$ cat src/rtl/core/cdft_pkg.sv
// ----------------------------------------------------------------------------
// cdft_pkg
// Shared types, codes and defaults of the corner dedup fan triangulator.
// ----------------------------------------------------------------------------
package cdft_pkg;

  // Default store sizes
  localparam int DEF_MAX_POSITIONS = 4096;
  localparam int DEF_MAX_TEXCOORDS = 4096;
  localparam int DEF_MAX_VERTICES  = 8192;

  // Fixed field widths of the words
  localparam int REF_W  = 32;
  localparam int VIDX_W = 13;
  localparam int AIDX_W = 12;

  // Input item function codes
  typedef enum logic [1:0] {
    FUNC_POS    = 2'd0,
    FUNC_UV     = 2'd1,
    FUNC_CORNER = 2'd2
  } func_t;

  // Result kinds
  typedef enum logic [1:0] {
    KIND_VERTEX   = 2'd0,
    KIND_TRIANGLE = 2'd1,
    KIND_ERROR    = 2'd2
  } kind_t;

  // Error codes
  typedef enum logic [1:0] {
    ERR_NONE    = 2'd0,
    ERR_BAD_REF = 2'd1,
    ERR_FULL    = 2'd2
  } err_t;

  // Face fan progress
  typedef enum logic [1:0] {
    PH_NONE = 2'd0,
    PH_ONE  = 2'd1,
    PH_OPEN = 2'd2
  } phase_t;

  // Sequencer states
  typedef enum logic [2:0] {
    ST_CLEAR,
    ST_IDLE,
    ST_RES_POS,
    ST_RES_UV,
    ST_WALK,
    ST_INSERT,
    ST_FAN
  } state_t;

endpackage

$ cat src/rtl/core/cdft_ref_resolve.sv
// ----------------------------------------------------------------------------
// cdft_ref_resolve
// Shared reference checker: 1-based or negative-from-end reference to index.
// ----------------------------------------------------------------------------
module cdft_ref_resolve
  import cdft_pkg::*;
#(
  parameter int CW = 13
) (
  input  logic [REF_W-1:0] ref_val,
  input  logic [CW-1:0]    count,
  output logic             ok,
  output logic [CW-1:0]    idx
);

  logic [REF_W:0] dec;
  logic [REF_W:0] back;
  logic [REF_W:0] cnt_ext;
  logic           pos_ok;
  logic           neg_ok;

  // Positive refs subtract one, negative refs count back from the end
  assign dec     = {1'b0, ref_val} - (REF_W+1)'(1);
  assign back    = {1'b1, {REF_W{1'b0}}} - {1'b0, ref_val};
  assign cnt_ext = (REF_W+1)'(count);

  assign pos_ok = (ref_val != '0) && !ref_val[REF_W-1] && (dec < cnt_ext);
  assign neg_ok = ref_val[REF_W-1] && (back <= cnt_ext);

  assign ok  = pos_ok || neg_ok;
  assign idx = ref_val[REF_W-1] ? (count - back[CW-1:0]) : dec[CW-1:0];

endmodule

$ cat config.mk
export PLATFORM = sky130hd
export DESIGN_NAME = cdft_ref_resolve
export DESIGN_NICKNAME = d
export VERILOG_FILES = /design/src/rtl/core/cdft_pkg.sv /design/src/rtl/core/cdft_ref_resolve.sv
export SDC_FILE = /design/constraint.sdc
export NUM_CORES = 1
export LEC_CHECK = 0
export BUFFER_PORTS_ARGS = -buffer_cell sky130_fd_sc_hd__buf_2
export CORE_ASPECT_RATIO = 1.1
export CORE_MARGIN = 10
export CORE_UTILIZATION = 43
export DETAILED_ROUTE_END_ITERATION = 10
export PLACE_DENSITY = 0.7
export SLEW_MARGIN = 20
export SYNTH_ARGS = -nofsm -noshare
export SYNTH_HDL_FRONTEND = slang
export SYNTH_SLANG_ARGS = --single-unit
$ cat constraint.sdc
create_clock -name vclk -period 4.8
set_input_delay 0.96 -clock vclk [all_inputs]
set_output_delay 0.96 -clock vclk [all_outputs]
set_load 0.01 [all_outputs]
# Word level (Yosys, flattened, before mapping)
# Cells that the tools add are included.
op_classes:
  n_addsub: 3
  n_mul: 0
  n_div: 0
  magnitude_cmp: 2
  eq_ne: 0
  shift: 0
  muxes: 1
  n_bitwise: 0
  reduce_logical: 6
ops:
  columns: ["cell", "n"]
  rows:
  - ["33-bit by 13-bit less-or-equal comparator with 1-bit output", 1]
  - ["33-bit by 13-bit less-than comparator with 1-bit output", 1]
  - ["32-bit by 1-bit subtractor with 33-bit output (second input constant)", 1]
  - ["33-bit by 32-bit subtractor with 33-bit output (first input constant)", 1]
  - ["32-bit nonzero test", 1]
  - ["13-bit two-way mux", 1]
  - ["13-bit subtractor", 1]
  - ["1-bit logical AND", 3]
  - ["1-bit logical NOT", 1]
  - ["1-bit logical OR", 1]
totals:
  ff_bits: 0
  latch_bits: 0
  ram_bits: 0
  rom_bits: 0
  inputBits: 45
  out_inout_bits: 14
  elab_cells: 12
  n_memories: 0

# Logic depth before layout (Yosys ltp)
# Gate-level depths: netlist of the first run.
depth:
  word_depth: 4
  mapped_depth: 17
  mapped_depth_nobuf: 16

# Worst setup path before layout of the first run
# Ideal clock, no wire load.
synth_path:
  path_type: "input-to-output"
  from: "in ref_val[4]"
  to: "out ok"
  t_arrival_ps: 4052
  required_ps: 3840
  slack_ps: -212
  path_stages: 14
  n_path_buf: 0
  path_cell_list: "nor4_1 -> nand2_1 -> or4_1 -> xnor2_1 -> inv_1 -> ha_1 -> nand4_1 -> nor2_1 -> nand3_1 -> o21ai_0 -> a21oi_1 -> nor4_1 -> nand4_1 -> mux2i_1"
synth_via:
  elab_chain_cells: 4
  word_cells_on_any_way: 9
  classes_between: "add/sub: 2; order compare: 2; reduce/logical: 5"
synth_lines:
  columns: ["element", "line", "rtl"]
  rows:
  - ["start, declared", "cdft_ref_resolve.sv:10", "input logic [REF_W-1:0] ref_val,"]
  - ["33-bit by 32-bit subtractor with 33-bit output (tied with other cells)", "cdft_ref_resolve.sv:24", "assign back = {1'b1, {REF_W{1'b0}}} - {1'b0, ref_val};"]
  - ["33-bit by 13-bit less-or-equal comparator with 1-bit output (tied with other cells)", "cdft_ref_resolve.sv:28", "assign neg_ok = ref_val[REF_W-1] && (back <= cnt_ext);"]
  - ["1-bit logical AND (on tied branches)", "cdft_ref_resolve.sv:28, cdft_ref_resolve.sv:27", null]
  - ["1-bit logical OR *", "cdft_ref_resolve.sv:30", "assign ok = pos_ok || neg_ok;"]
  - ["end, declared", "cdft_ref_resolve.sv:12", "output logic ok,"]
# Mark *: on every way between the ends. The rest lies on a longest branch, timed or not.

# Worst setup path in the final report of the first run
layout_path:
  from: "in ref_val[5]"
  to: "out ok"
# Same word-level chain as after synthesis.

==> results.ini, run 1 <==
[logic_synthesis]
yosys-top-cells-area=ha_1 (23%), xnor2_1 (8.3%), a21oi_1 (6.4%)
syn_nets=399
synth_top_family_by_area=simple AND/OR/NAND/NOR gates
synth_xor_area_share_pct=13.3
syn_area_sq_um=2110
synth_top_area_share_pct=23.1
synth_compound_area_share_pct=22.7
synthMuxAreaShare_pct=0.949
synthMostInstantiatedCell=ha_1
synth_common_cells=ha_1 (39), inv_1 (36), nor2_1 (30)
synth.distinct_cells=46
syn_area_per_cell_sq_um=6.72
yosysTopAreaCell=ha_1
netlist_instances=314
ys_seq_area_share_pct=0
yosys_warnings=0
synthAdderAreaFrac_pct=24.1
yosys.area_share.simple_pct=31.0

[power_and_ir_drop]
comb_power_share_pct=100.0
total_leakage_power_nw=1.33
ir_drop_mv=0.0386
pwr-share-seq_pct=0
swShare_pct=54.9
p_sw_w=0.000150
p_int_w=0.000124
report.power.total_w=0.000274
clockPowerShare_pct=0
power_density_nw_per_um2=97.4

[min_path]
hold_end=ok
holdPathStages=4
min-delay-start=ref_val[30]
hp-class=primary input to primary output

[floorplanning]
die_x_microns=86.8
dieArea_sq_um=8110
die_h_microns=93.5
row_count=26
core_area_sq_um=4680
initial_core_util_pct=45.0
io_pins=59

[detailed_routing]
num_vias=2550
wl_per_cell_microns=15.3
drc_errors=0
routed_wl_microns=6920
firstDrtPassIters=4
antenna_left=0
viasPerCell=5.65
drt_iter0_markers=87

[worst_setup_path]
worstPathMaxFanout=4
crit_required_ns=3.84
critPathArrivalTime_ns=3.79
critical_path_class=primary input to primary output
crit_chain=buf_6 > nor4_2 > buf_4 > nand2_4 > or4_4 > xnor2_2 > ha_1 > nand3_1 > nand2_1 > a2111oi_2 > and3_1 > o2111a_1 > o2111ai_1 > mux2i_1 > buf_2
slowest_delay_ns=0.58
crit_path_end_kind=primary output
cp-start-kind=primary input
cp_slowest_cell=or4_4
worstSetupStartpoint=ref_val[5]

[global_routing]
gr-usage-all-layers_pct=15.4
antenna_found_initial=0
grt_first_pass_wirelength_microns=10900
grt_max_degree=29
overflow=0
grt_pass1_vias=2551

[timing]
relSlewSlack_pct=63.0
max_clock_freq_mhz=210
hold_viol=0
setup_ws_ns=0.0475
tns_ns=0
tightestPinTransition_ns=0.554
drv_slew=0
fin_crit_ns=4.75
final-setup-viol-count=0
fin_crit_sh_pct=99.0
rsz0062_at_grt=true

[final_layout]
ff_latch_area_sq_um=0
syn_to_final_growth_pct=33.3
seq_cells=0
finalNetCount=482
multi_input_area_sq_um=2080
final.fill_count=462
fin_area_sq_um=2810
antenna_cells=0
utilization_pct=60.0
n_clock_buffer=0
drive_gt1_share_pct=29.9

[place]
gp_congestion=0.897
dpl_cell_area_sq_um=2650
post-place-ws_ns=-0.126
dpl.hpwl_microns=5770
portBuffers=59

[clock_network]
cts_hold_buf=0

[run]
drv_cap=0

[status]
status=complete, no violations

worst max-delay path, delay by kind of cell:
| kind | cells | cell delay (ns) |
|---|---|---|
| xor gates and xnor gates | 1 | 0.16 |
| muxes | 1 | 0.14 |
| buffers and inverters | 3 | 0.42 |
| AOI/OAI and AO/OA | 3 | 0.57 |
| and+or+nand+nor | 6 | 1.24 |
| adders and majority gates | 1 | 0.30 |
per-layer routing:
| layer | GRT usage [%] | wire, microns | share of wire [%] |
|---|---|---|---|
| met1 | 17.1 | 2860 | 41 |
| met2 | 30.1 | 3590 | 52 |
| met3 | 1.65 | 328 | 4.7 |
| met4 | 2.84 | 142 | 2.1 |
| met5 | 0 | 0 | 0 |
cell families (layout without fill, tap and decap cells):
family                     after synthesis  after routing
AOI/OAI and AO/OA                       75             75
buffers and inverters                   43            124
adders and majority gates               40             40
and+or+nand+nor                        122            122
muxes                                    2              2
xor gates and xnor gates                32             32
layout make-up:
cell class,instances,area share (%)
multi-input cells,271,74.0
well taps,56,2.49
repair buffers,88,18.7
inverters,36,4.81
repair_timing:
item | 4_1_cts | 5_1_grt
setup endpoints to repair | 1 | 4
setup buffers | 0 | 3
gates resized for setup | 4 | 28
pin swaps | 0 | 16
cell usage in the layout (no fill, tap or decap), types with 3 or more instances in the layout:
cell,instances
a21oi_1,26
nand4_1,5
o21ai_0,10
inv_1,33
a211oi_1,3
buf_4,29
o21ai_1,3
nand2_1,14
or4_4,3
nor4_2,4
nand2b_1,3
xnor2_1,18
ha_1,37
or4_1,3
o22ai_1,3
and2_1,3
nor2_1,29
nor2b_1,4
inv_2,3
buf_2,57
xor2_1,10
nor3b_1,4
nor3_1,13
nand3_1,12
o21a_1,4
a21o_1,5
or3_1,6
nor4_1,7
o31ai_1,3
worst max-delay path by stage:
stage	depth (start not counted)	slack, ns	endpoint
global route	15	-0.08	ok
finish	15	0.05	ok
floorplan	17	0.01	ok
detailed placement	17	-0.13	ok
CTS	17	0.006	ok
global placement	17	-0.13	ok
power groups by stage:
stage	clock network [W]	logic (W)	registers, W
global placement	0	0.000253	0
CTS	0	0.000259	0
finish	0	0.000274	0
global route	0	0.000306	0
detailed placement	0	0.000256	0
floorplan	0	0.000160	0
metrics by stage:
| stage | std cells | hold slack, ns |
|---|---|---|
| after floorplan | 314 | 2.00 |
| after global placement | 448 | 2.35 |
| after detailed placement | 448 | 2.37 |
| after CTS | 448 | 2.37 |
| after global routing | 451 | 2.40 |
| final | 451 | 2.37 |
No activity file was read; power rests on OpenSTA's default activity.
==> run 2: changes to the inputs <==
--- a/config.mk
+++ b/config.mk
@@ -10,7 +10,7 @@
 export CORE_MARGIN = 10
 export CORE_UTILIZATION = 43
 export DETAILED_ROUTE_END_ITERATION = 10
-export PLACE_DENSITY = 0.7
+export PLACE_DENSITY = 0.68
 export SLEW_MARGIN = 20
 export SYNTH_ARGS = -nofsm -noshare
 export SYNTH_HDL_FRONTEND = slang
==> constraint.sdc (replaced) <==
create_clock -name vclk -period 4.7
set_input_delay 0.94 -clock vclk [all_inputs]
set_output_delay 0.94 -clock vclk [all_outputs]
set_load 0.01 [all_outputs]
==> run 2 against run 1 <==
Non-clock buffer count increased by 9. First-iteration DRC count increased by 14%. Clock-buffer cell count unchanged.
==> results.ini, run 2 (same netlist as run 1, synthesis figures left out) <==
[floorplanning]
die_h_microns=93.5  ; unchanged
die_x_microns=86.8  ; unchanged
core_area_sq_um=4680  ; unchanged
dieArea_sq_um=8110  ; unchanged
row_count=26  ; unchanged
initial_core_util_pct=45.0  ; unchanged
io_pins=59  ; unchanged

[final_layout]
final_common_cell=buf_2  ; unchanged
final.fill_count=444  ; was 462
seq_cells=0  ; unchanged
n_clock_buffer=0  ; unchanged
syn_to_final_growth_pct=40.6  ; was 33.3%
drive_gt1_share_pct=33.4  ; was 29.9%
utilization_pct=63.3  ; was 60.0%
finalNetCount=491  ; was 482
layout_common_cells=buf_2 (57), buf_4 (37), inv_1 (35)  ; was buf_2 (57), ha_1 (37), inv_1 (33)
ff_latch_area_sq_um=0  ; unchanged
antenna_cells=0  ; unchanged

[worst_setup_path]
cp-start-kind=primary input  ; unchanged
slowest_delay_ns=0.42  ; was 0.58 ns
crit_required_ns=3.76  ; was 3.84 ns
critical_path_class=primary input to primary output  ; unchanged
worstPathMaxFanout=3  ; was 4
cp_slowest_cell=or3_4  ; was or4_4
crit_chain=buf_8 > nor4_4 > buf_4 > buf_6 > nand2_4 > or3_4 > xor2_4 > ha_4 > nand4_1 > nor2_2 > nand3_1 > o21ai_1 > a21oi_1 > nor4_1 > nand4_1 > mux2i_1 > buf_2  ; was buf_6 > nor4_2 > buf_4 > nand2_4 > or4_4 > xnor2_2 > ha_1 > nand3_1 > nand2_1 > a2111oi_2 > and3_1 > o2111a_1 > o2111ai_1 > mux2i_1 > buf_2
crit_path_end_kind=primary output  ; unchanged
critPathArrivalTime_ns=3.74  ; was 3.79 ns
crit_top_cell=nand4_1

[timing]
drv_slew=0  ; unchanged
tightestPinTransition_ns=0.479  ; was 0.554 ns
relSlewSlack_pct=67.8  ; was 63.0%
tns_ns=0  ; unchanged
fin_crit_ns=4.68
max_clock_freq_mhz=214
fin_crit_sh_pct=99.6
final-setup-viol-count=0  ; unchanged
hold_ws_ns=2.30  ; was 2.37 ns
rsz0062_at_grt=true  ; unchanged
setup_ws_ns=0.0191  ; was 0.0475 ns
hold_viol=0  ; unchanged

[place]
portBuffers=59  ; unchanged
gp_congestion=0.978  ; was 0.897
post-place-ws_ns=-0.105  ; was -0.126 ns
dpl.hpwl_microns=5860  ; was 5770 microns

[min_path]
hp-class=primary input to primary output  ; unchanged
holdPathStages=4  ; unchanged

[detailed_routing]
viasPerCell=5.52  ; was 5.65
routed_wl_microns=6950  ; was 6920 microns
wl_per_cell_microns=15.1  ; was 15.3 microns
drt_iter0_markers=99  ; was 87
firstDrtPassIters=4  ; unchanged
antenna_left=0  ; unchanged
num_vias=2541  ; was 2,550
drc_errors=0  ; unchanged

[power_and_ir_drop]
report.power.total_w=0.000295  ; was 0.000274 W
power_density_nw_per_um2=99.3  ; was 97.4 nW/um^2
ir_drop_mv=0.0449  ; was 0.0386 mV
total_leakage_power_nw=1.41  ; was 1.33 nW

[global_routing]
use_met3_pct=1.48  ; was 1.65%
grtUsageMet2_pct=30.4  ; was 30.1%
antenna_found_initial=0  ; unchanged
grt_first_pass_wirelength_microns=11500  ; was 10,900 microns
grt_pass1_vias=2616  ; was 2,551
use_met1_pct=19.5  ; was 17.1%
gr-usage-all-layers_pct=16.3  ; was 15.4%
overflow=0  ; unchanged
grt_max_degree=28  ; was 29
grt_busiest_layer=met2  ; unchanged

[status]
status=complete, no violations  ; unchanged

[run]
drv_cap=0  ; unchanged

==> run 2: worst paths after layout <==
kind | start | endpoint | slack, ns
setup / recovery | ref_val[5] | ok | 0.02
hold / removal | ref_val[30] | ok | 2.30
==> run 2: final cells by class <==
cell class / count / area (sq um) / area share (%)
inverters: 36 / 135 / 4.56
well taps: 56 / 70.1 / 2.36
multi-input cells: 271 / 2160 / 72.8
repair buffers: 97 / 601 / 20.2
==> run 2: power by group <==
part / total [W] / switching (W) / internal (W) / leakage, nW
sequential: 0 / 0 / 0 / 0
combinational: 0.000295 / 0.000157 / 0.000137 / 1.41
clock: 0 / 0 / 0 / 0
total: 0.000295 / 0.000157 / 0.000137 / 1.41
==> run 2: timing repair <==
action / 4_1_cts / 5_1_grt
setup endpoints to repair: 1 / 6
pin swaps: 14 / 15
endpoints found under the hold margin: 0 / 0
gates resized for setup: 15 / 25
hold buffers: 0 / 0
buffers inserted: 4 / 0
==> run 2: metal layers <==
| metal | vias up | part of all wire (%) |
|---|---|---|
| li1 | 1319 | - |
| met1 | 1159 | 43 |
| met2 | 53 | 52 |
| met3 | 10 | 3.4 |
| met4 | 0 | 2.0 |
| met5 | - | 0 |
==> run 2: per-stage QoR <==
stage | cells | cell area [sq um]
floorplan | 314 | 2130
CTS | 460 | 2830
detailed placement | 456 | 2720
global route | 460 | 2970
global placement | 456 | 2720
finish | 460 | 2970
==> run 2: critical path, delay by kind of cell <==
family	cells	cell delay, ns
AND/OR/NAND/NOR	8	1.50
buffers and inverters	4	0.52
adder cells (fa/ha/maj)	1	0.29
XOR/XNOR	1	0.21
AO/OA/AOI/OAI	2	0.15
multiplexers	1	0.13
