## config.mk

```make
export PLATFORM = sky130hd
export DESIGN_NAME = cdft_ram
export DESIGN_NICKNAME = d
export VERILOG_FILES = /design/src/rtl/core/cdft_ram.sv
export SDC_FILE = /design/constraint.sdc
export NUM_CORES = 1
export LEC_CHECK = 0
export BUFFER_PORTS_ARGS = -buffer_cell sky130_fd_sc_hd__buf_2
export CORE_UTILIZATION = 47
export DETAILED_ROUTE_END_ITERATION = 12
export GPL_ROUTABILITY_DRIVEN = 0
export PLACE_DENSITY = 0.62
export SYNTH_ARGS = -nofsm -noshare
export SYNTH_HDL_FRONTEND = slang
export SYNTH_SLANG_ARGS = --single-unit
```

## constraint.sdc

```tcl
create_clock -name clk -period 3.7 [get_ports clk]
set_input_delay 0 -clock clk [delete_from_list [all_inputs] [get_ports clk]]
set_output_delay 0 -clock clk [all_outputs]
set_load 0.01 [all_outputs]
```

## src/rtl/core/cdft_ram.sv

```systemverilog
// ----------------------------------------------------------------------------
// cdft_ram
// Generic single-write, single-read RAM with registered read data.
// ----------------------------------------------------------------------------
module cdft_ram #(
  parameter int WIDTH = 8,
  parameter int DEPTH = 16,
  parameter int AW    = (DEPTH > 1) ? $clog2(DEPTH) : 1
) (
  input  logic             clk,
  input  logic             we,
  input  logic [AW-1:0]    waddr,
  input  logic [WIDTH-1:0] wdata,
  input  logic [AW-1:0]    raddr,
  output logic [WIDTH-1:0] rdata
);

  logic [WIDTH-1:0] mem [DEPTH];

  // Write port and registered read port
  always_ff @(posedge clk) begin
    if (we) begin
      mem[waddr] <= wdata;
    end
    rdata <= mem[raddr];
  end

endmodule

```

* Yosys cells after proc, flatten, opt, wreduce, memory -nomap -nowiden
Memories as Yosys holds them, arrays and structs flattened. A register that Yosys moved wholly into a read port is not among the register bits.
Cells that the tools add are included.
** Operators by class
- Reductions and logical operators :: 0
- Add/sub/neg operators :: 0
- Div/mod/pow operators :: 0
- Multiply operators :: 0
- Bitwise logic cells :: 0
- Shift-type cells :: 0
- Magnitude comparators :: 0
- Eq/ne operators :: 0
- Mux-type cells :: 2
** Operators with widths (number)
- 2-to-1 mux 1 bit :: 2
** Storage, ports and cells
- Bits in writable memories :: 128
- Output and inout bits :: 8
- Bits in registers :: 0
- Input port bits :: 18
- Memories kept :: 1
- Memory bits (read-only) :: 0
- Bits in latches :: 0
- Word-level logic and storage cells :: 3
** Memories
- mem :: depth 16, bits a word 8, read ports 1, clocked after Yosys merged registers in 1, write ports 1, RTL line 18 : logic [WIDTH-1:0] mem [DEPTH];

* Logic depth before layout (Yosys ltp)
Gate-level depths: netlist of run 1.
- Word-level depth :: 2
- Depth in mapped cells :: 5
- Mapped depth without buffers :: 3

* Worst setup path after synthesis of run 1
Ideal clock, no wire load.
- Path kind :: input -> register
- Start :: input waddr[2]
- End :: memory mem[0][0], enable pin
- Cell stages on the path :: 2
- Required time :: 3.317 ns
- Setup slack :: 2.207 ns
- Arrival :: 1.110 ns
- Path buffers :: 0
- Library setup time :: 0.383 ns
- Cells stage by stage :: or3b_2 > nor3_1
** RTL lines
- start, declared :: RTL line 12 : input logic [AW-1:0] waddr,
- end, declared :: RTL line 18
No word-level cell before the write port.

* Final worst setup path of run 1
- Start :: input waddr[1]
- End :: memory mem[4][5], enable pin
No word-level cell before the write port.

==> results of run 1 <==
[routing by layer]
metal | wire length (um) | share of wire | GRT usage
met1 | 4530 | 0.46 | 0.271
met2 | 4690 | 0.47 | 0.286
met3 | 518 | 0.052 | 0.0468
met4 | 136 | 0.014 | 0.0675
met5 | 0 | 0 | 0
[cell families after synthesis]
kind of cell | Yosys count
AOI/OAI and AO/OA | 16
buffers and inverters | 10
DFF | 136
and+or+nand+nor | 35
muxes | 32
[flip-flops by register name (all words and copies together) (netlist names)]
signal	flops
mem	128
rdata	8
[power by group]
part | internal (mW) | total, mW | switching, mW
clock | 1.23 | 1.83 | 0.601
sequential | 1.72 | 1.73 | 0.0109
combinational | 0.0689 | 0.162 | 0.0928
[through the flow]
step,utilization,power (mW),hold WS (ns)
floorplan,-,1.85,0.0989
global placement,0.514,1.92,0.396
detailed placement,0.514,1.92,0.398
CTS,0.587,3.74,0.0773
global route,0.587,3.82,0.102
finish,0.587,3.72,0.0767
[layout make-up]
| type | instances | area, um2 | share of cell area |
|---|---|---|---|
| well taps | 136 | 170 | 0.0277 |
| clock inverters | 13 | 228 | 0.0371 |
| repair buffers | 39 | 258 | 0.0420 |
| clock buffers | 19 | 422 | 0.0687 |
| flip-flops and latches | 136 | 4000 | 0.652 |
| multi-input cells | 83 | 1060 | 0.172 |
[timing repair]
| action | CTS | global route |
|---|---|---|
| hold endpoints to repair | 132 | 0 |
| resized for setup | 0 | 0 |
| hold buffers | 11 | 0 |
[synthesized netlist by cell type]
master / number
nor2b_1: 1
clkdlybuf4s25_2: 3
a22oi_1: 16
or3b_2: 1
nor3_1: 4
buf_6: 3
dfxtp_1: 8
and2_1: 1
mux4_1: 14
nand3b_1: 2
and2b_1: 1
edfxtp_1: 128
nand2_1: 9
buf_2: 3
buf_4: 1
mux4_2: 18
nand3_1: 1
nor2_1: 13
nand2b_1: 2
[how the worst min path moves through the flow]
stage	from	endpoint	slack, ns
3_3_place_gp	wdata[0]	mem[0][0]$_DFFE_PP_	0.40
3_5_place_dp	rdata[5]$_DFF_P_	rdata[5]	0.40
4_1_cts	raddr[2]	rdata[1]$_DFF_P_	0.08
5_1_grt	waddr[2]	mem[4][1]$_DFFE_PP_	0.10
2_1_floorplan	wdata[0]	mem[0][0]$_DFFE_PP_	0.1
6_report	raddr[2]	rdata[1]$_DFF_P_	0.08
[worst min-delay path: cells and delay by family]
family                 cells  cell delay [ns]
AND/OR/NAND/NOR            2             0.21
AO/OA/AOI/OAI              1             0.21
buffers and inverters      1             0.10
==> flow_metrics.env, run 1 <==
export IMPL_status="finished, final reports clean"
export IMPL_syn_inst=229
export IMPL_r2r_worst_path_cells=3
export IMPL_layout_setup_ws_ns=1.97
export IMPL_reg2reg_to="rdata[5]$_DFF_P_"
export IMPL_yosys_warnings=0
export IMPL_seq_area_frac_synth=0.778
export IMPL_dieArea_um2=11400
export IMPL_timing_final_crit_period_ns=1.73
export IMPL_drtPass1Iterations=4
export IMPL_cts_buffer_depth=2
export IMPL_hold_viol_final=0
export IMPL_synthTopCellsByArea="edfxtp_1 (75%), mux4_2 (7.9%), mux4_1 (7.1%)"
export IMPL_startpoint_type="input pin"
export IMPL_critPathKind="input pin to flip-flop"
export IMPL_syn_area_um2=5150
export IMPL_maxSlewViolCount=0
export IMPL_skew_ns=0.00741
export IMPL_place_inst=383
export IMPL_rr_startpoint="mem[0][5]$_DFFE_PP_"
export IMPL_drt_wl_total_mm=9.88
export IMPL_maxCapViolations=0
export IMPL_dp_slack_ns=1.58
export IMPL_cp_endpoint="mem[4][5]$_DFFE_PP_"
export IMPL_dieWidth_um=107
export IMPL_cts_root_buf="clkbuf_8"
export IMPL_hpwlAfterDp_mm=6.01
export IMPL_area_growth_pct=19.3
export IMPL_crit_slowest_cell="dlygate4sd3_1"
export IMPL_required_ns=3.91
export IMPL_viasPerCell=5.59
export IMPL_grt_pass1_wl_mm=14.8
export IMPL_nets=295
export IMPL_antenna_found_initial=0
export IMPL_fmax_ghz=0.579
export IMPL_synth_compound_area_frac=0.0233
export IMPL_core_area_um2=10500
export IMPL_ys_types=19
export IMPL_muxShareOfSynthArea=0.150
export IMPL_drt_antenna_violating_nets=0
export IMPL_path_cells="dlygate4sd3_1 > buf_2 > nor3_1 > dlygate4sd3_1"
export IMPL_path_buf_inv=3
export IMPL_cp_num_cells=4
export IMPL_drt_iter0_markers=148
export IMPL_port_buffers=25
export IMPL_p_leak_nw=2.07
export IMPL_timing_final_crit_share=0.467
export IMPL_tritoncts="done"
export IMPL_clock_sinks=136
export IMPL_die_h_um=107
export IMPL_clkTransAtPathRegs_ns=0.06
export IMPL_fill_cells=797
export IMPL_num_rows=37
export IMPL_crit_arrival_ns=1.94
export IMPL_cts_htree_levels=4
export IMPL_ios=26
export IMPL_worst_hold_path_type="input pin to flip-flop"
export IMPL_cp_common_cell="dlygate4sd3_1"
export IMPL_drc_errors=0
export IMPL_cts_buffers=17
export IMPL_mostFrequentLayoutCells="edfxtp_1 (128), buf_2 (25), mux4_2 (18)"
export IMPL_crit_path_max_incr_delay_ns=0.70
export IMPL_path_max_fanout=7
export IMPL_layout_commonest_cell="edfxtp_1"
export IMPL_final_setup_viol_count=0
export IMPL_grt_max_degree=33
export IMPL_power_density_nw_per_um2=607
export IMPL_gr_total_overflow=0
export IMPL_n_antenna_cell=0
export IMPL_reg2reg_setup_slack_ns=2.29
export IMPL_synth_net_count=247
export IMPL_placed_area_um2=5380
export IMPL_worst_pin_slew_ns=1.31
export IMPL_slew_headroom=0.118
export IMPL_synth_top_cell_area_share=0.747
export IMPL_synth_simple_area_share=0.0318
export IMPL_whs_path_depth=4
export IMPL_avgSynthCellArea_um2=22.5
export IMPL_layoutNonFillerInstCount=426
export IMPL_rsz0062_at_grt="no"
export IMPL_fin_setup_tns_ns=0
export IMPL_track_usage=0.190
export IMPL_synth_top_family_by_area="multiplexers"
export IMPL_critPathLaunch="waddr[1]"
export IMPL_crit_family="buffers and inverters"
export IMPL_synthAdderAreaFrac=0
export IMPL_via_count=2383
export IMPL_synth_xor_area_frac=0
export IMPL_cts_setup_buffers=0
export IMPL_ir_drop_v=0.000313
export IMPL_synth_seq_cells=136
export IMPL_synth_top_area_cell="edfxtp_1"
export IMPL_stdcell_area_um2=6140
export IMPL_wl_per_cell_um=23.2
export IMPL_initial_core_util=0.492
export IMPL_endpoint_kind="flip-flop"
export IMPL_grt_pass1_vias=2431
export IMPL_clk_latency_ns=0.51
export IMPL_drive_above_1_share=0.266
(Power assumes the default switching activity.)
==> run 2, diff against run 1 <==
--- a/config.mk
+++ b/config.mk
@@ -5,6 +5,7 @@
 export SDC_FILE = /design/constraint.sdc
 export NUM_CORES = 1
 export LEC_CHECK = 0
+export ABC_AREA = 1
 export BUFFER_PORTS_ARGS = -buffer_cell sky130_fd_sc_hd__buf_2
 export CORE_UTILIZATION = 47
 export DETAILED_ROUTE_END_ITERATION = 12
==> constraint.sdc (replaced) <==
create_clock -name clk -period 1.7 [get_ports clk]
set_input_delay 0 -clock clk [delete_from_list [all_inputs] [get_ports clk]]
set_output_delay 0 -clock clk [all_outputs]
set_load 0.01 [all_outputs]
==> run 2 against run 1 <==
Cell count increased by 77%. Combinational power increased to 2.8 times the previous value. Largest cell class unchanged. Critical endpoint is now rdata[5]$_DFF_P_. Critical path type is now flip-flop to flip-flop. Sequential power increased by 120%. Global-route usage increased by 2.7 points. Cell area increased by 8.6%. Setup slack got worse by 1.3 ns. Power increased by 110%. Die area increased by 12%. Hold slack got worse by 0.068 ns. Non-clock buffer count increased by 8. Core utilization decreased by 2.9 points.
==> flow_metrics.env, run 2 <==
export IMPL_status="finished, final reports clean"
export IMPL_avgSynthCellArea_um2=10.5
export IMPL_ios=26
export IMPL_drt_iter0_markers=253
export IMPL_worst_pin_slew_ns=0.738
export IMPL_worstHoldStart="wdata[2]"
export IMPL_initial_core_util=0.482
export IMPL_required_ns=2.00
export IMPL_layout_commonest_cell="nand2_1"
export IMPL_slew_headroom=0.506
export IMPL_ys_types=12
export IMPL_power_mw=7.70
export IMPL_drive_above_1_share=0.125
export IMPL_dieWidth_um=113
export IMPL_synth_most_common_cell="nand2_1"
export IMPL_tritoncts="done"
export IMPL_rr_startpoint="mem[10][5]$_DFFE_PP_"
export IMPL_placed_area_um2=6060
export IMPL_timing_final_crit_share=0.630
export IMPL_cts_root_buf="clkbuf_16"
export IMPL_stdcell_area_um2=6670
export IMPL_drt_antenna_violating_nets=0
export IMPL_synth_top_cell_area_share=0.667
export IMPL_cts_htree_levels=4
export IMPL_drc_errors=0
export IMPL_hold_ws_ns=0.00888
export IMPL_cts_buffer_depth=2
export IMPL_worst_hold_path_type="input pin to flip-flop"
export IMPL_synth_common_cells="nand2_1 (173), edfxtp_1 (128), inv_1 (100)"
export IMPL_clkTransAtPathRegs_ns=0.06
export IMPL_die_h_um=113
export IMPL_drtPass1Iterations=5
export IMPL_grt_max_degree=34
export IMPL_wl_per_cell_um=17.1
export IMPL_drt_wl_total_mm=12.8
export IMPL_syn_area_um2=5770
export IMPL_n_antenna_cell=0
export IMPL_grt_pass1_vias=3495
export IMPL_port_buffers=25
export IMPL_hpwlAfterDp_mm=7.92
export IMPL_met2_usage=0.336
export IMPL_track_usage=0.216
export IMPL_syn_inst=551
export IMPL_area_growth_pct=15.6
export IMPL_met1_usage=0.301
export IMPL_whs_path_depth=1
export IMPL_timing_final_crit_period_ns=1.07
export IMPL_p_leak_nw=2.90
export IMPL_busiest_layer="met2"
export IMPL_cts_resized=0
export IMPL_fin_setup_tns_ns=0
export IMPL_synth_edf_count=128
export IMPL_startpoint_type="flip-flop"
export IMPL_gr_total_overflow=0
export IMPL_viasPerCell=5.01
export IMPL_power_density_nw_per_um2=1160
export IMPL_reg2reg_to="rdata[5]$_DFF_P_"
export IMPL_synth_top_area_cell="edfxtp_1"
export IMPL_cts_buffers=17
export IMPL_nets=611
export IMPL_ir_drop_v=0.000515
export IMPL_synth_net_count=569
export IMPL_endpoint_kind="flip-flop"
export IMPL_skew_ns=0.00901
export IMPL_reg2reg_setup_slack_ns=0.63
export IMPL_crit_arrival_ns=1.37
export IMPL_critPathKind="flip-flop to flip-flop"
export IMPL_maxSlewViolCount=0
export IMPL_final_setup_viol_count=0
export IMPL_largest_reg_flops=128
export IMPL_antenna_found_initial=0
export IMPL_synth_seq_cells=136
export IMPL_clock_sinks=136
export IMPL_regMostFlops="mem"
export IMPL_cts_setup_buffers=0
export IMPL_min_to="mem[1][2]$_DFFE_PP_"
export IMPL_dieArea_um2=12700
export IMPL_ys_flop_type="edfxtp_1"
export IMPL_rsz0062_at_grt="no"
export IMPL_fmax_ghz=0.934
export IMPL_hold_viol_final=0
export IMPL_via_count=3776
export IMPL_core_area_um2=12000
export IMPL_path_max_fanout=1
export IMPL_reg_top3="mem x128, rdata x8"
export IMPL_clk_latency_ns=0.41
export IMPL_async_flop_share=0
export IMPL_grt_pass1_wl_mm=19.6
export IMPL_yosys_warnings=0
export IMPL_r2r_worst_path_cells=6
export IMPL_use_met3=0.0520
export IMPL_maxCapViolations=0
export IMPL_num_rows=40
export IMPL_mostFrequentLayoutCells="nand2_1 (173), edfxtp_1 (128), inv_1 (100)"
export IMPL_synthTopCellsByArea="edfxtp_1 (67%), nand2_1 (11%), nand3_1 (8.4%)"
export IMPL_seq_area_frac_synth=0.694
-- run 2: area by class of cell --
| type | instances | area, um2 |
|---|---|---|
| Inverter | 102 | 383 |
| Multi-Input combinational cell | 289 | 1210 |
| Fill cell | 1005 | 5300 |
| Clock buffer | 22 | 474 |
| Tap cell | 147 | 184 |
| Clock inverter | 10 | 96.3 |
| Timing Repair Buffer | 47 | 310 |
| Sequential cell | 136 | 4000 |
-- run 2: where the power goes --
group	internal [mW]	total, mW	switching [mW]
Combinational	0.136	0.460	0.323
Clock	2.13	3.47	1.34
Sequential	3.75	3.77	0.0241
-- run 2: per-stage QoR --
stage,utilization,cells,worst slack [ns]
after floorplan,-,551,0.749
final,0.557,753,0.629
after detailed placement,0.507,718,0.385
after global placement,0.507,718,0.390
after global routing,0.557,753,0.545
after CTS,0.557,753,0.623
-- run 2: repair_timing --
item / 4_1_cts / 5_1_grt
endpoints found under the setup margin: 0 / 0
hold buffers: 3 / 0
endpoints found under the hold margin: 12 / 0
-- run 2: worst max-delay path, stage by stage (launching register included) --
cell	delay [ns]
edfxtp_1	0.36
inv_1	0.06
nand2_1	0.05
nand3_1	0.10
nand3_1	0.14
nand3_1	0.18
nand2_1	0.07
-- run 2: cell families after synthesis --
| family | Yosys count | synth area share |
|---|---|---|
| simple gates | 289 | 0.210 |
| flops | 136 | 0.694 |
| buf+inv | 126 | 0.0952 |
-- run 2: routing by layer --
metal | part of all wire | up-vias
met5 | 0 | -
met4 | 0.014 | 0
met3 | 0.048 | 16
met2 | 0.47 | 107
met1 | 0.46 | 1798
li1 | - | 1855
-- run 2: how the worst max path moves through the flow --
stage / from / end / slack [ns] / cells after the start
final: mem[10][5]$_DFFE_PP_ / rdata[5]$_DFF_P_ / 0.63 / 6
after global routing: mem[9][1]$_DFFE_PP_ / rdata[1]$_DFF_P_ / 0.54 / 6
after floorplan: waddr[2] / mem[10][0]$_DFFE_PP_ / 0.75 / 2
after CTS: mem[10][5]$_DFFE_PP_ / rdata[5]$_DFF_P_ / 0.62 / 6
after global placement: raddr[2] / rdata[5]$_DFF_P_ / 0.39 / 5
after detailed placement: raddr[0] / rdata[5]$_DFF_P_ / 0.38 / 8
==> run 3, diff against run 2 <==
==> constraint.sdc (replaced) <==
create_clock -name clk -period 1 [get_ports clk]
set_input_delay 0 -clock clk [delete_from_list [all_inputs] [get_ports clk]]
set_output_delay 0 -clock clk [all_outputs]
set_load 0.01 [all_outputs]
==> run 3 against run 2 <==
Sequential share of layout area decreased by 2.1 points. Clock skew decreased by 0.0041 ns. Highest routed layer unchanged. Cell count up 0.80%. Combinational power increased by 90%. Critical path type unchanged.
==> flow_metrics.env, run 3 (synthesis results as in run 2) <==
export IMPL_status="finished, final reports clean"
export IMPL_port_buffers=25
export IMPL_fmax_ghz=1.05
export IMPL_power_mw=13.6
export IMPL_reg_top3="mem x128, rdata x8"
export IMPL_p_leak_nw=3.03
export IMPL_drt_antenna_violating_nets=0
export IMPL_layout_setup_ws_ns=0.0505
export IMPL_hpwlAfterDp_mm=8.08
export IMPL_maxSlewViolCount=0
export IMPL_cp_common_cell="nand3_2"
export IMPL_cts_setup_buffers=0
export IMPL_dieWidth_um=113
export IMPL_core_area_um2=12000
export IMPL_die_h_um=113
export IMPL_dp_slack_ns=-0.130
export IMPL_placed_area_um2=6190
export IMPL_worst_pin_slew_ns=0.409
export IMPL_path_max_fanout=1
export IMPL_nets=618
export IMPL_ios=26
export IMPL_cts_htree_levels=4
export IMPL_critPathKind="flip-flop to flip-flop"
export IMPL_timing_final_crit_period_ns=0.949
export IMPL_track_usage=0.230
export IMPL_drt_iter0_markers=257
export IMPL_drtPass1Iterations=4
export IMPL_drive_above_1_share=0.168
export IMPL_cts_root_buf="clkbuf_16"
export IMPL_fill_cells=1000
export IMPL_hold_ws_ns=0.00950
export IMPL_crit_path_max_incr_delay_ns=0.35
export IMPL_grt_max_degree=65
export IMPL_endpoint_kind="flip-flop"
export IMPL_tritoncts="done"
export IMPL_required_ns=1.31
export IMPL_skew_ns=0.00489
export IMPL_hold_viol_final=0
export IMPL_dieArea_um2=12700
export IMPL_grt_pass1_vias=3798
export IMPL_crit_arrival_ns=1.26
export IMPL_cts_buffers=17
export IMPL_wl_per_cell_um=17.3
export IMPL_power_density_nw_per_um2=1960
export IMPL_ir_drop_v=0.00119
export IMPL_crit_family="simple AND/OR/NAND/NOR gates"
export IMPL_gr_total_overflow=0
export IMPL_timing_final_crit_share=0.949
export IMPL_mostFrequentLayoutCells="nand2_1 (172), edfxtp_1 (128), inv_1 (100)"
export IMPL_layoutNonFillerInstCount=759
export IMPL_largest_reg_flops=128
export IMPL_antenna_found_initial=0
export IMPL_slew_headroom=0.727
export IMPL_maxCapViolations=0
export IMPL_stdcell_area_um2=6900
export IMPL_cts_buffer_depth=2
export IMPL_viasPerCell=5.08
export IMPL_crit_slowest_cell="edfxtp_1"
export IMPL_drt_wl_total_mm=13.2
export IMPL_clk_latency_ns=0.41
export IMPL_num_rows=40
export IMPL_final_setup_viol_count=0
export IMPL_regMostFlops="mem"
export IMPL_wl_met3_um=714
export IMPL_wl_met1_mm=5.84
export IMPL_clkTransAtPathRegs_ns=0.06
export IMPL_worst_hold_path_type="input pin to flip-flop"
export IMPL_path_buf_inv=1
export IMPL_wl_met2_mm=6.38
export IMPL_clock_sinks=136
export IMPL_initial_core_util=0.482
export IMPL_via_count=3857
export IMPL_n_antenna_cell=0
export IMPL_startpoint_type="flip-flop"
export IMPL_drc_errors=0
export IMPL_grt_pass1_wl_mm=20.8
export IMPL_place_inst=727
export IMPL_layout_commonest_cell="nand2_1"
export IMPL_area_growth_pct=19.7
export IMPL_top_layer="met4"
export IMPL_path_cells="inv_1 > nand2_1 > nand3_2 > nand3_2 > nand3_2 > nand2_1"
run 3: changes by cell type in the layout (fill, tap and decap cells not counted), sizes merged:
cell and delta:
buf +9, clkinv +5, clkbuf -4, clkinvlp -4, bufinv +3, dlygate4sd3 -2, inv -1
run 3: worst reg2reg max path: cells and delay by family, from the launching register on:
| family | cells | cell delay [ns] |
|---|---|---|
| buffers and inverters | 1 | 0.06 |
| flip-flops | 1 | 0.35 |
| AND/OR/NAND/NOR | 5 | 0.43 |
run 3: path summary, 6_finish.rpt:
kind / start / endpoint / slack, ns / cells after the start
setup reg to reg: mem[11][5]$_DFFE_PP_ / rdata[5]$_DFF_P_ / 0.05 / 6
setup / recovery: mem[11][5]$_DFFE_PP_ / rdata[5]$_DFF_P_ / 0.05 / 6
hold / removal: wdata[2] / mem[3][2]$_DFFE_PP_ / 0.009 / 1
hold reg to reg: mem[3][6]$_DFFE_PP_ / rdata[6]$_DFF_P_ / 0.66 / 6
run 3: cell type report:
class                   count  area (um2)  area share
well taps                 147         184      0.0266
clock inverters            13         160      0.0232
inverters                 102         383      0.0555
repair buffers             54         420      0.0609
clock buffers              18         429      0.0622
multi-input cells         289        1320       0.191
flip-flops and latches    136        4000       0.580
run 3: where the power goes:
group	internal, mW	total [mW]	switching [mW]
combinational	0.286	0.873	0.587
sequential	6.38	6.42	0.0449
clock	4.09	6.26	2.17
run 3: timing repair:
| action | 4_1_cts | 5_1_grt |
|---|---|---|
| resized for setup | 3 | 19 |
| pin swaps | 0 | 3 |
| cloned | 0 | 0 |
| hold endpoints to repair | 16 | 0 |
| endpoints found under the setup margin | 2 | 7 |
| hold buffers | 1 | 0 |
run 3: per-layer routing:
| layer | up-vias | global-route usage |
|---|---|---|
| met4 | 0 | 0.116 |
| li1 | 1869 | - |
| met5 | - | 0 |
| met2 | 118 | 0.365 |
| met3 | 21 | 0.0455 |
| met1 | 1849 | 0.304 |
run 3: metrics by stage:
step | setup TNS, ns | utilization
final | 0 | 0.577
after global routing | -0.0222 | 0.577
after CTS | 0 | 0.569
after detailed placement | -0.692 | 0.518
after global placement | -0.334 | 0.518
after floorplan | 0 | -
